### config.mk
export PLATFORM = sky130hd
export DESIGN_NAME = fragment_reassembly_table
export DESIGN_NICKNAME = d
export VERILOG_FILES = /design/src/rtl/core/frt_pkg.sv /design/src/rtl/core/frt_slot_table.sv /design/src/rtl/core/frt_slot_alu.sv /design/src/rtl/core/fragment_reassembly_table.sv
export SDC_FILE = /design/constraint.sdc
export NUM_CORES = 1
export LEC_CHECK = 0
export BUFFER_PORTS_ARGS = -buffer_cell sky130_fd_sc_hd__buf_4
export CORE_ASPECT_RATIO = 0.7
export CORE_MARGIN = 10
export CORE_UTILIZATION = 65
export DETAILED_ROUTE_END_ITERATION = 8
export PLACE_DENSITY = 0.86
export SYNTH_ARGS = -nofsm -noshare
export SYNTH_HDL_FRONTEND = slang
export SYNTH_SLANG_ARGS = --single-unit
### constraint.sdc
create_clock -name i_clk -period 11 [get_ports i_clk]
set_input_delay 0.55 -clock i_clk [delete_from_list [all_inputs] [get_ports i_clk]]
set_output_delay 0.55 -clock i_clk [all_outputs]
set_load 0.02 [all_outputs]
### src/rtl/core/frt_pkg.sv
// shared types and constants for the fragment reassembly table
// no dependencies; used by every module under rtl/core
package frt_pkg;

    localparam int SLOTS_DEF = 4;

    localparam int MAC_W   = 48;
    localparam int TYPE_W  = 8;
    localparam int FIDX_W  = 8;
    localparam int LEN_W   = 8;
    localparam int BYTES_W = 16;
    localparam int STAT_W  = 3;
    localparam int SLOT_W  = 2;

    localparam logic OP_FRAG    = 1'b0;
    localparam logic OP_DELIVER = 1'b1;

    typedef enum logic [1:0] {
        SL_FREE = 2'd0,
        SL_BUSY = 2'd1,
        SL_WAIT = 2'd2
    } t_slot_st;

    typedef enum logic [STAT_W-1:0] {
        RES_DROP      = 3'd0,
        RES_STORED    = 3'd1,
        RES_COMPLETE  = 3'd2,
        RES_DELIVERED = 3'd3,
        RES_EMPTY     = 3'd4
    } t_res_code;

    // one slot entry as read from the table
    typedef struct packed {
        t_slot_st                 st;
        logic [MAC_W-1:0]         peer;
        logic [TYPE_W-1:0]        ty;
        logic [BYTES_W-1:0]       bytes;
    } t_slot_rd;

    // write to the table, slot index travels separately
    typedef struct packed {
        logic                     en;
        t_slot_st                 st;
        logic [MAC_W-1:0]         peer;
        logic [TYPE_W-1:0]        ty;
        logic [BYTES_W-1:0]       bytes;
    } t_slot_wr;

    // verdict of the shared compare/add unit for one slot
    typedef struct packed {
        logic                     hit;
        logic                     complete;
        logic [BYTES_W-1:0]       new_bytes;
    } t_alu_res;

endpackage

### src/rtl/core/frt_slot_table.sv
// slot table storage: status, sender address, type and byte count per slot
// depends on frt_pkg
module frt_slot_table #(
    parameter int SLOTS = frt_pkg::SLOTS_DEF,
    parameter int IW    = (SLOTS > 1) ? $clog2(SLOTS) : 1
) (
    input  logic               i_clk,
    input  logic               i_rst_n,
    input  logic [IW-1:0]      i_rd_idx,
    output frt_pkg::t_slot_rd  o_rd,
    input  logic [IW-1:0]      i_wr_idx,
    input  frt_pkg::t_slot_wr  i_wr
);

    frt_pkg::t_slot_st                  r_st    [SLOTS];
    logic [frt_pkg::MAC_W-1:0]          r_peer  [SLOTS];
    logic [frt_pkg::TYPE_W-1:0]         r_type  [SLOTS];
    logic [frt_pkg::BYTES_W-1:0]        r_bytes [SLOTS];

    // status needs reset; a free slot's other fields are never used
    always_ff @(posedge i_clk) begin
        if (!i_rst_n) begin
            for (int i = 0; i < SLOTS; i++) begin
                r_st[i] <= frt_pkg::SL_FREE;
            end
        end else if (i_wr.en) begin
            r_st[i_wr_idx] <= i_wr.st;
        end
    end

    always_ff @(posedge i_clk) begin
        if (i_wr.en) begin
            r_peer[i_wr_idx]  <= i_wr.peer;
            r_type[i_wr_idx]  <= i_wr.ty;
            r_bytes[i_wr_idx] <= i_wr.bytes;
        end
    end

    always_comb begin
        o_rd.st    = r_st[i_rd_idx];
        o_rd.peer  = r_peer[i_rd_idx];
        o_rd.ty    = r_type[i_rd_idx];
        o_rd.bytes = r_bytes[i_rd_idx];
    end

endmodule

### src/rtl/core/frt_slot_alu.sv
// shared slot unit: match test for one slot plus saturating byte add
// depends on frt_pkg
module frt_slot_alu (
    input  logic                        i_opcode,
    input  frt_pkg::t_slot_rd           i_rd,
    input  logic [frt_pkg::MAC_W-1:0]   i_mac,
    input  logic [frt_pkg::FIDX_W-1:0]  i_findex,
    input  logic [frt_pkg::FIDX_W-1:0]  i_ftotal,
    input  logic [frt_pkg::LEN_W-1:0]   i_len,
    output frt_pkg::t_alu_res           o_res
);

    logic [frt_pkg::BYTES_W:0] sum;
    logic                      first;

    assign first = (i_findex == '0);
    assign sum   = {1'b0, i_rd.bytes} + (frt_pkg::BYTES_W + 1)'(i_len);

    always_comb begin
        if (i_opcode == frt_pkg::OP_DELIVER) begin
            o_res.hit = (i_rd.st == frt_pkg::SL_WAIT);
        end else if (first) begin
            o_res.hit = (i_rd.st == frt_pkg::SL_FREE);
        end else begin
            o_res.hit = (i_rd.st == frt_pkg::SL_BUSY) && (i_rd.peer == i_mac);
        end

        o_res.complete = (i_ftotal != '0) && (i_findex == (i_ftotal - 8'd1));

        // a free slot always starts from an empty count
        if (first) begin
            o_res.new_bytes = frt_pkg::BYTES_W'(i_len);
        end else if (sum[frt_pkg::BYTES_W]) begin
            o_res.new_bytes = '1;
        end else begin
            o_res.new_bytes = sum[frt_pkg::BYTES_W-1:0];
        end
    end

endmodule

### src/rtl/core/fragment_reassembly_table.sv
// fragment reassembly table: item accepted on start && !busy, then one slot
// per cycle goes through the shared match unit, lowest slot first.
// the result strobe is registered; the scan stops at the first hit
// a new item is accepted only after the slot scan has ended and busy drops
// reset: synchronous active low, all slots free; results cannot be stalled
module fragment_reassembly_table #(
    parameter int SLOTS = frt_pkg::SLOTS_DEF
) (
    input  logic                        i_clk,
    input  logic                        i_rst_n,
    input  logic                        start,
    output logic                        busy,
    input  logic                        i_opcode,
    input  logic [frt_pkg::MAC_W-1:0]   i_peer_mac,
    input  logic [frt_pkg::TYPE_W-1:0]  i_pkt_type,
    input  logic [frt_pkg::FIDX_W-1:0]  i_fragment_index,
    input  logic [frt_pkg::FIDX_W-1:0]  i_fragment_total,
    input  logic [frt_pkg::LEN_W-1:0]   i_payload_len,
    output logic                        o_valid,
    output logic [frt_pkg::STAT_W-1:0]  o_status,
    output logic [frt_pkg::SLOT_W-1:0]  o_slot,
    output logic [frt_pkg::TYPE_W-1:0]  o_msg_type,
    output logic [frt_pkg::BYTES_W-1:0] o_msg_bytes
);

    localparam int IW = (SLOTS > 1) ? $clog2(SLOTS) : 1;
    localparam logic [IW-1:0] LAST = IW'(SLOTS - 1);

    typedef enum logic {
        S_IDLE,
        S_SCAN
    } t_state;

    t_state                        r_state, n_state;
    logic                          r_valid, n_valid;
    logic [IW-1:0]                 r_idx, n_idx;
    logic                          r_opcode, n_opcode;
    logic [frt_pkg::MAC_W-1:0]     r_mac, n_mac;
    logic [frt_pkg::TYPE_W-1:0]    r_type, n_type;
    logic [frt_pkg::FIDX_W-1:0]    r_findex, n_findex;
    logic [frt_pkg::FIDX_W-1:0]    r_ftotal, n_ftotal;
    logic [frt_pkg::LEN_W-1:0]     r_len, n_len;
    frt_pkg::t_res_code            r_status, n_status;
    logic [frt_pkg::SLOT_W-1:0]    r_slot, n_slot;
    logic [frt_pkg::TYPE_W-1:0]    r_msg_type, n_msg_type;
    logic [frt_pkg::BYTES_W-1:0]   r_msg_bytes, n_msg_bytes;

    frt_pkg::t_slot_rd             rd;
    frt_pkg::t_slot_wr             wr;
    frt_pkg::t_alu_res             alu;

    frt_slot_table #(
        .SLOTS (SLOTS),
        .IW    (IW)
    ) u_table (
        .i_clk    (i_clk),
        .i_rst_n  (i_rst_n),
        .i_rd_idx (r_idx),
        .o_rd     (rd),
        .i_wr_idx (r_idx),
        .i_wr     (wr)
    );

    frt_slot_alu u_alu (
        .i_opcode (r_opcode),
        .i_rd     (rd),
        .i_mac    (r_mac),
        .i_findex (r_findex),
        .i_ftotal (r_ftotal),
        .i_len    (r_len),
        .o_res    (alu)
    );

    always_comb begin
        n_state     = r_state;
        n_valid     = 1'b0;
        n_idx       = r_idx;
        n_opcode    = r_opcode;
        n_mac       = r_mac;
        n_type      = r_type;
        n_findex    = r_findex;
        n_ftotal    = r_ftotal;
        n_len       = r_len;
        n_status    = r_status;
        n_slot      = r_slot;
        n_msg_type  = r_msg_type;
        n_msg_bytes = r_msg_bytes;
        wr.en       = 1'b0;
        wr.st       = frt_pkg::SL_FREE;
        wr.peer     = r_mac;
        wr.ty       = r_type;
        wr.bytes    = alu.new_bytes;

        case (r_state)
            S_IDLE: begin
                if (start) begin
                    n_opcode = i_opcode;
                    n_mac    = i_peer_mac;
                    n_type   = i_pkt_type;
                    n_findex = i_fragment_index;
                    n_ftotal = i_fragment_total;
                    n_len    = i_payload_len;
                    n_idx    = '0;
                    n_state  = S_SCAN;
                end
            end
            S_SCAN: begin
                if (alu.hit) begin
                    wr.en   = 1'b1;
                    n_valid = 1'b1;
                    n_state = S_IDLE;
                    n_slot  = frt_pkg::SLOT_W'(r_idx);
                    if (r_opcode == frt_pkg::OP_DELIVER) begin
                        wr.st       = frt_pkg::SL_FREE;
                        n_status    = frt_pkg::RES_DELIVERED;
                        n_msg_type  = rd.ty;
                        n_msg_bytes = rd.bytes;
                    end else begin
                        wr.st       = alu.complete ? frt_pkg::SL_WAIT : frt_pkg::SL_BUSY;
                        n_status    = alu.complete ? frt_pkg::RES_COMPLETE
                                                   : frt_pkg::RES_STORED;
                        n_msg_type  = r_type;
                        n_msg_bytes = alu.new_bytes;
                    end
                end else if (r_idx == LAST) begin
                    n_valid     = 1'b1;
                    n_state     = S_IDLE;
                    n_status    = (r_opcode == frt_pkg::OP_DELIVER) ? frt_pkg::RES_EMPTY
                                                                    : frt_pkg::RES_DROP;
                    n_slot      = '0;
                    n_msg_type  = '0;
                    n_msg_bytes = '0;
                end else begin
                    n_idx = r_idx + IW'(1);
                end
            end
            default: begin
                n_state = S_IDLE;
            end
        endcase
    end

    always_ff @(posedge i_clk) begin
        if (!i_rst_n) begin
            r_state <= S_IDLE;
            r_valid <= 1'b0;
        end else begin
            r_state <= n_state;
            r_valid <= n_valid;
        end
        r_idx       <= n_idx;
        r_opcode    <= n_opcode;
        r_mac       <= n_mac;
        r_type      <= n_type;
        r_findex    <= n_findex;
        r_ftotal    <= n_ftotal;
        r_len       <= n_len;
        r_status    <= n_status;
        r_slot      <= n_slot;
        r_msg_type  <= n_msg_type;
        r_msg_bytes <= n_msg_bytes;
    end

    assign busy        = (r_state != S_IDLE);
    assign o_valid     = r_valid;
    assign o_status    = r_status;
    assign o_slot      = r_slot;
    assign o_msg_type  = r_msg_type;
    assign o_msg_bytes = r_msg_bytes;

endmodule

==> results.txt <==
The number of hold buffers added after CTS was 0. The worst setup path is of the reg2reg kind. The tools report the area of the mapped netlist as 0.0166 mm².

The H-tree was split into 2 levels. Dividing the detail-routed via count by the number of cells gives 6.36. The initialized floorplan defines 48 standard-cell rows. The fraction of registers with async set/reset is 0, and the arrival time at the worst endpoint is 5810 ps. The number of nets in the synthesized netlist is 987. For the part of the Yosys area used for sequential elements, the log shows 0.742. The logs give 530 ps for the clock latency of the later-clocked register in the worst-skew pair and 0 ps for the final total negative setup slack. The width of the chip was 211 µm. Dividing the detail-routed wire length by the instance count gives 24.5 µm. The run gives 0 as the number of slew-limit violations in the final report. In the post-route analysis, the smallest setup slack over all paths is 5330 ps. The effective utilization at floorplan is 0.666.

The tools report the weighted congestion reported at the end of routability-driven placement as 0.835. Yosys printed 0 warnings. Setup repair after global routing left no endpoint under its margin. The leakage dissipation is 6.34 nW.

Counting I/O delays and the setup requirement, the final critical path takes 5670 ps. For the worst flop-to-flop path, the logic depth is 10. Max-cap violations in this run came to 0.

The HPWL after detailed placement is 19.7 mm. Synthesis handed over a netlist of 889 instances. The number of synthesized flops with an enable pin was 408; the worst voltage drop across the vdd grid was 141 µV. For the final count of hold timing violations, the log shows 0. The I/O pin count is 115, and the sum of overflow across all layers after global routing is 0. The area of the die was 0.0325 mm²; the total inserted antenna cells was 0. For the pin with the worst max-slew slack, the measured transition is 1120 ps. The synthesized area divided by synthesized cell count is 18.7 µm². The tools report the capturing element type of the critical path as a flip-flop. The upper clock frequency limit was 0.176 GHz. The run gives 6 as the iteration count of the initial detailed-routing pass. For the first-pass GRT wire length, the log shows 51.9 mm. Across all register-to-register paths, the minimum setup slack is 5330 ps.

The number of setup violations in the final report was 0. The worst-case hold slack was 191 ps. The path with the worst hold slack has its endpoint at r_mac[15]. The run gives 0.253 as the headroom to the max-slew limit.

Maximum fanout encountered on the critical timing path: 72. The total setup buffers inserted after CTS was 0; the period utilization was 0.515. For this run, design rule violations remaining after detail routing come to 0. Destination of the worst register-to-register timing path: u_table.r_type[0][0]. TritonCTS built the clock tree. Buffer cell driving the clock tree root: sky130_fd_sc_hd__clkbuf_16. Clock-pin slew was measured on the worst setup and hold paths at 60 ps. For the number of antenna violations at the first check in global routing, the log shows 0. The number of stages on the worst hold path works out to 1.

Once layout is done, the placed cells without fillers occupy 0.0189 mm². For this design the ratio of total power to cell area is 194 mW/mm². The area growth from synthesis to layout is 14.0%. The final clock skew was 19.8 ps. In the final design database the tool counted 1,116 nets. Counting flops and latches in the post-synthesis netlist gives 412. The proportion of layout cells with a drive suffix above 1 came out at 0.240. CTS buffer count: 37. Number of global-route vias before repair: 8,887. The count of nets left with antenna violations once routing finished came out at 0.

Placed cell area: 0.0178 mm². The run finished with clean final reports. The number of instances resized during post-cts repair is 0.

Class of the tightest hold or removal check: in2reg. The logs give 0.0249 mm² for the total core area and 5320 ps for the worst setup timing slack at the placement stage. For the via total after detailed routing, the log shows 8,719. The critical path startpoint category is a flip-flop. The quantity of I/O buffers inserted on ports was 114. The tools report the clock sink count as 412.

After the first detailed-routing iteration, the DRC count stood at 1,013. The maximum number of pins on one net before global-route repair is 73, and the maximum clock path buffer count is 3. For this run, the leading register cell type out of synthesis is sky130_fd_sc_hd__edfxtp_1. The global-route usage over all layers is 0.207, and the die extent in y is 154 µm. The final layout contains routed wiring with a total length of 33.6 mm. The endpoint required time on the critical path was 11,140 ps. The netlist uses 66 different library cells.

In this run the most critical hold path is launched from i_peer_mac[15].
## cell families (layout without fill, tap and decap cells)
family,Yosys count,count (layout),share of synthesized area
muxes,110,110,0.111
adders and majority gates,14,14,0.0110
AOI/OAI and AO/OA,94,94,0.0401
xor gates and xnor gates,60,60,0.0316
and+or+nand+nor,150,150,0.0472
buffers and inverters,49,206,0.0164
DFF,412,412,0.742
## routing by layer
| metal | vias up | routed length, µm | global-route usage |
|---|---|---|---|
| met5 | - | 0 | 0 |
| met3 | 62 | 2950 | 0.0451 |
| met2 | 448 | 15600 | 0.316 |
| li1 | 3818 | - | - |
| met1 | 4391 | 14300 | 0.296 |
| met4 | 0 | 704 | 0.0585 |
## flip-flops by register name, summed over array words and instances, names as in the netlist, named ones only
name / flops
u_table.r_type: 32
r_len: 8
o_status: 3
r_type: 8
o_msg_type: 8
u_table.r_peer: 192
r_findex: 8
r_mac: 48
u_table.r_st: 8
r_ftotal: 8
r_idx: 2
busy: 1
o_valid: 1
o_msg_bytes: 16
o_slot: 2
r_opcode: 1
u_table.r_bytes: 64
## synthesized netlist by cell type (2+ instances only)
cell,count,area share
sky130_fd_sc_hd__nand3_1,2,0.00060
sky130_fd_sc_hd__nand4_1,6,0.0023
sky130_fd_sc_hd__nand2_1,12,0.0027
sky130_fd_sc_hd__ha_1,13,0.0098
sky130_fd_sc_hd__and3_1,6,0.0023
sky130_fd_sc_hd__a21oi_1,23,0.0069
sky130_fd_sc_hd__inv_1,17,0.0038
sky130_fd_sc_hd__o21a_1,5,0.0023
sky130_fd_sc_hd__buf_2,5,0.0015
sky130_fd_sc_hd__o211ai_1,2,0.00090
sky130_fd_sc_hd__nor3_1,16,0.0048
sky130_fd_sc_hd__or4_1,3,0.0014
sky130_fd_sc_hd__o2bb2ai_1,2,0.0011
sky130_fd_sc_hd__mux2i_1,47,0.028
sky130_fd_sc_hd__edfxtp_1,408,0.74
sky130_fd_sc_hd__buf_6,2,0.0014
sky130_fd_sc_hd__nor4_1,12,0.0045
sky130_fd_sc_hd__or3_1,2,0.00075
sky130_fd_sc_hd__and2_1,13,0.0049
sky130_fd_sc_hd__or4b_1,2,0.0012
sky130_fd_sc_hd__buf_12,3,0.0036
sky130_fd_sc_hd__nor2_1,54,0.012
sky130_fd_sc_hd__buf_4,5,0.0023
sky130_fd_sc_hd__a31oi_1,9,0.0034
sky130_fd_sc_hd__o22ai_1,3,0.0011
sky130_fd_sc_hd__xnor2_1,30,0.016
sky130_fd_sc_hd__dfxtp_1,4,0.0048
sky130_fd_sc_hd__a211o_1,2,0.0011
sky130_fd_sc_hd__xor2_1,30,0.016
sky130_fd_sc_hd__nor4b_1,2,0.0011
sky130_fd_sc_hd__clkbuf_1,10,0.0023
sky130_fd_sc_hd__o31ai_1,5,0.0023
sky130_fd_sc_hd__o21ai_0,14,0.0042
sky130_fd_sc_hd__nand2b_1,5,0.0019
sky130_fd_sc_hd__a21o_1,4,0.0018
sky130_fd_sc_hd__mux2_2,4,0.0027
sky130_fd_sc_hd__mux4_2,58,0.079
sky130_fd_sc_hd__buf_1,6,0.0014
sky130_fd_sc_hd__o2111ai_1,3,0.0016
sky130_fd_sc_hd__nor4_2,2,0.0015
sky130_fd_sc_hd__nor2b_1,10,0.0038
sky130_fd_sc_hd__a211oi_1,4,0.0018
## how the worst max path moves through the flow
stage                     startpoint                     to  slack, ps  depth (start not counted)
after global placement     flip-flop   u_table.r_type[0][0]       5440                         10
after CTS                  flip-flop  u_table.r_bytes[1][0]       5290                         10
after floorplan                 busy            r_findex[0]       6300                          2
after detailed placement   flip-flop   u_table.r_type[0][1]       5320                         10
final                      flip-flop   u_table.r_type[0][0]       5330                         10
after global routing       flip-flop  u_table.r_peer[0][16]       4890                         10
## through the flow
| step | power, mW | std cells | utilization |
|---|---|---|---|
| 2_1_floorplan | 2.28 | 889 | - |
| 3_3_place_gp | 2.39 | 1304 | 0.712 |
| 3_5_place_dp | 2.41 | 1304 | 0.712 |
| 4_1_cts | 3.68 | 1371 | 0.760 |
| 5_1_grt | 3.79 | 1371 | 0.760 |
| 6_report | 3.67 | 1371 | 0.760 |
## critical path, stage by stage (launching register included)
cell	delay (ps)
sky130_fd_sc_hd__dfxtp_4	840
sky130_fd_sc_hd__buf_4	860
sky130_fd_sc_hd__mux4_2	610
sky130_fd_sc_hd__xor2_1	160
sky130_fd_sc_hd__nor4_1	300
sky130_fd_sc_hd__nand4_1	180
sky130_fd_sc_hd__nor4_2	490
sky130_fd_sc_hd__a21oi_4	80
sky130_fd_sc_hd__buf_4	310
sky130_fd_sc_hd__nor2b_1	350
sky130_fd_sc_hd__and2_4	950
## cell usage in the layout (no fill, tap or decap), drive strengths merged, types with 4 or more instances in the layout
| cell | netlist | final |
|---|---|---|
| and2 | 13 | 13 |
| dfxtp | 4 | 4 |
| o21ai | 14 | 14 |
| and3 | 6 | 6 |
| nor2b | 10 | 10 |
| o21a | 5 | 5 |
| nand2 | 12 | 12 |
| clkbuf | 10 | 47 |
| mux4 | 59 | 59 |
| nor3 | 16 | 16 |
| a211oi | 4 | 4 |
| o31ai | 5 | 5 |
| a21oi | 24 | 24 |
| a31oi | 9 | 9 |
| mux2i | 47 | 47 |
| nor2 | 54 | 54 |
| xnor2 | 30 | 30 |
| nand2b | 5 | 5 |
| clkinv | 0 | 13 |
| inv | 18 | 19 |
| nand4 | 6 | 6 |
| nor4 | 14 | 14 |
| buf | 21 | 121 |
| edfxtp | 408 | 408 |
| mux2 | 4 | 4 |
| xor2 | 30 | 30 |
| ha | 13 | 13 |
| a21o | 4 | 4 |
## layout make-up
class                      count  area (µm²)
tap                          325         407
fill                        1311        5990
multi-input combinational    428        4030
clock inverter                20         179
inverter                      18        67.6
clock buffer                  47        1010
timing repair buffer         121         908
sequential                   412       12300
## report_power, final
part	switching [mW]	total (mW)	internal [mW]	leakage, nW
logic	0.278	0.511	0.233	2.01
clock network	0.556	1.28	0.721	0.574
registers	0.0658	1.88	1.82	3.76
Note: power is estimated with default switching activity, not from simulation.
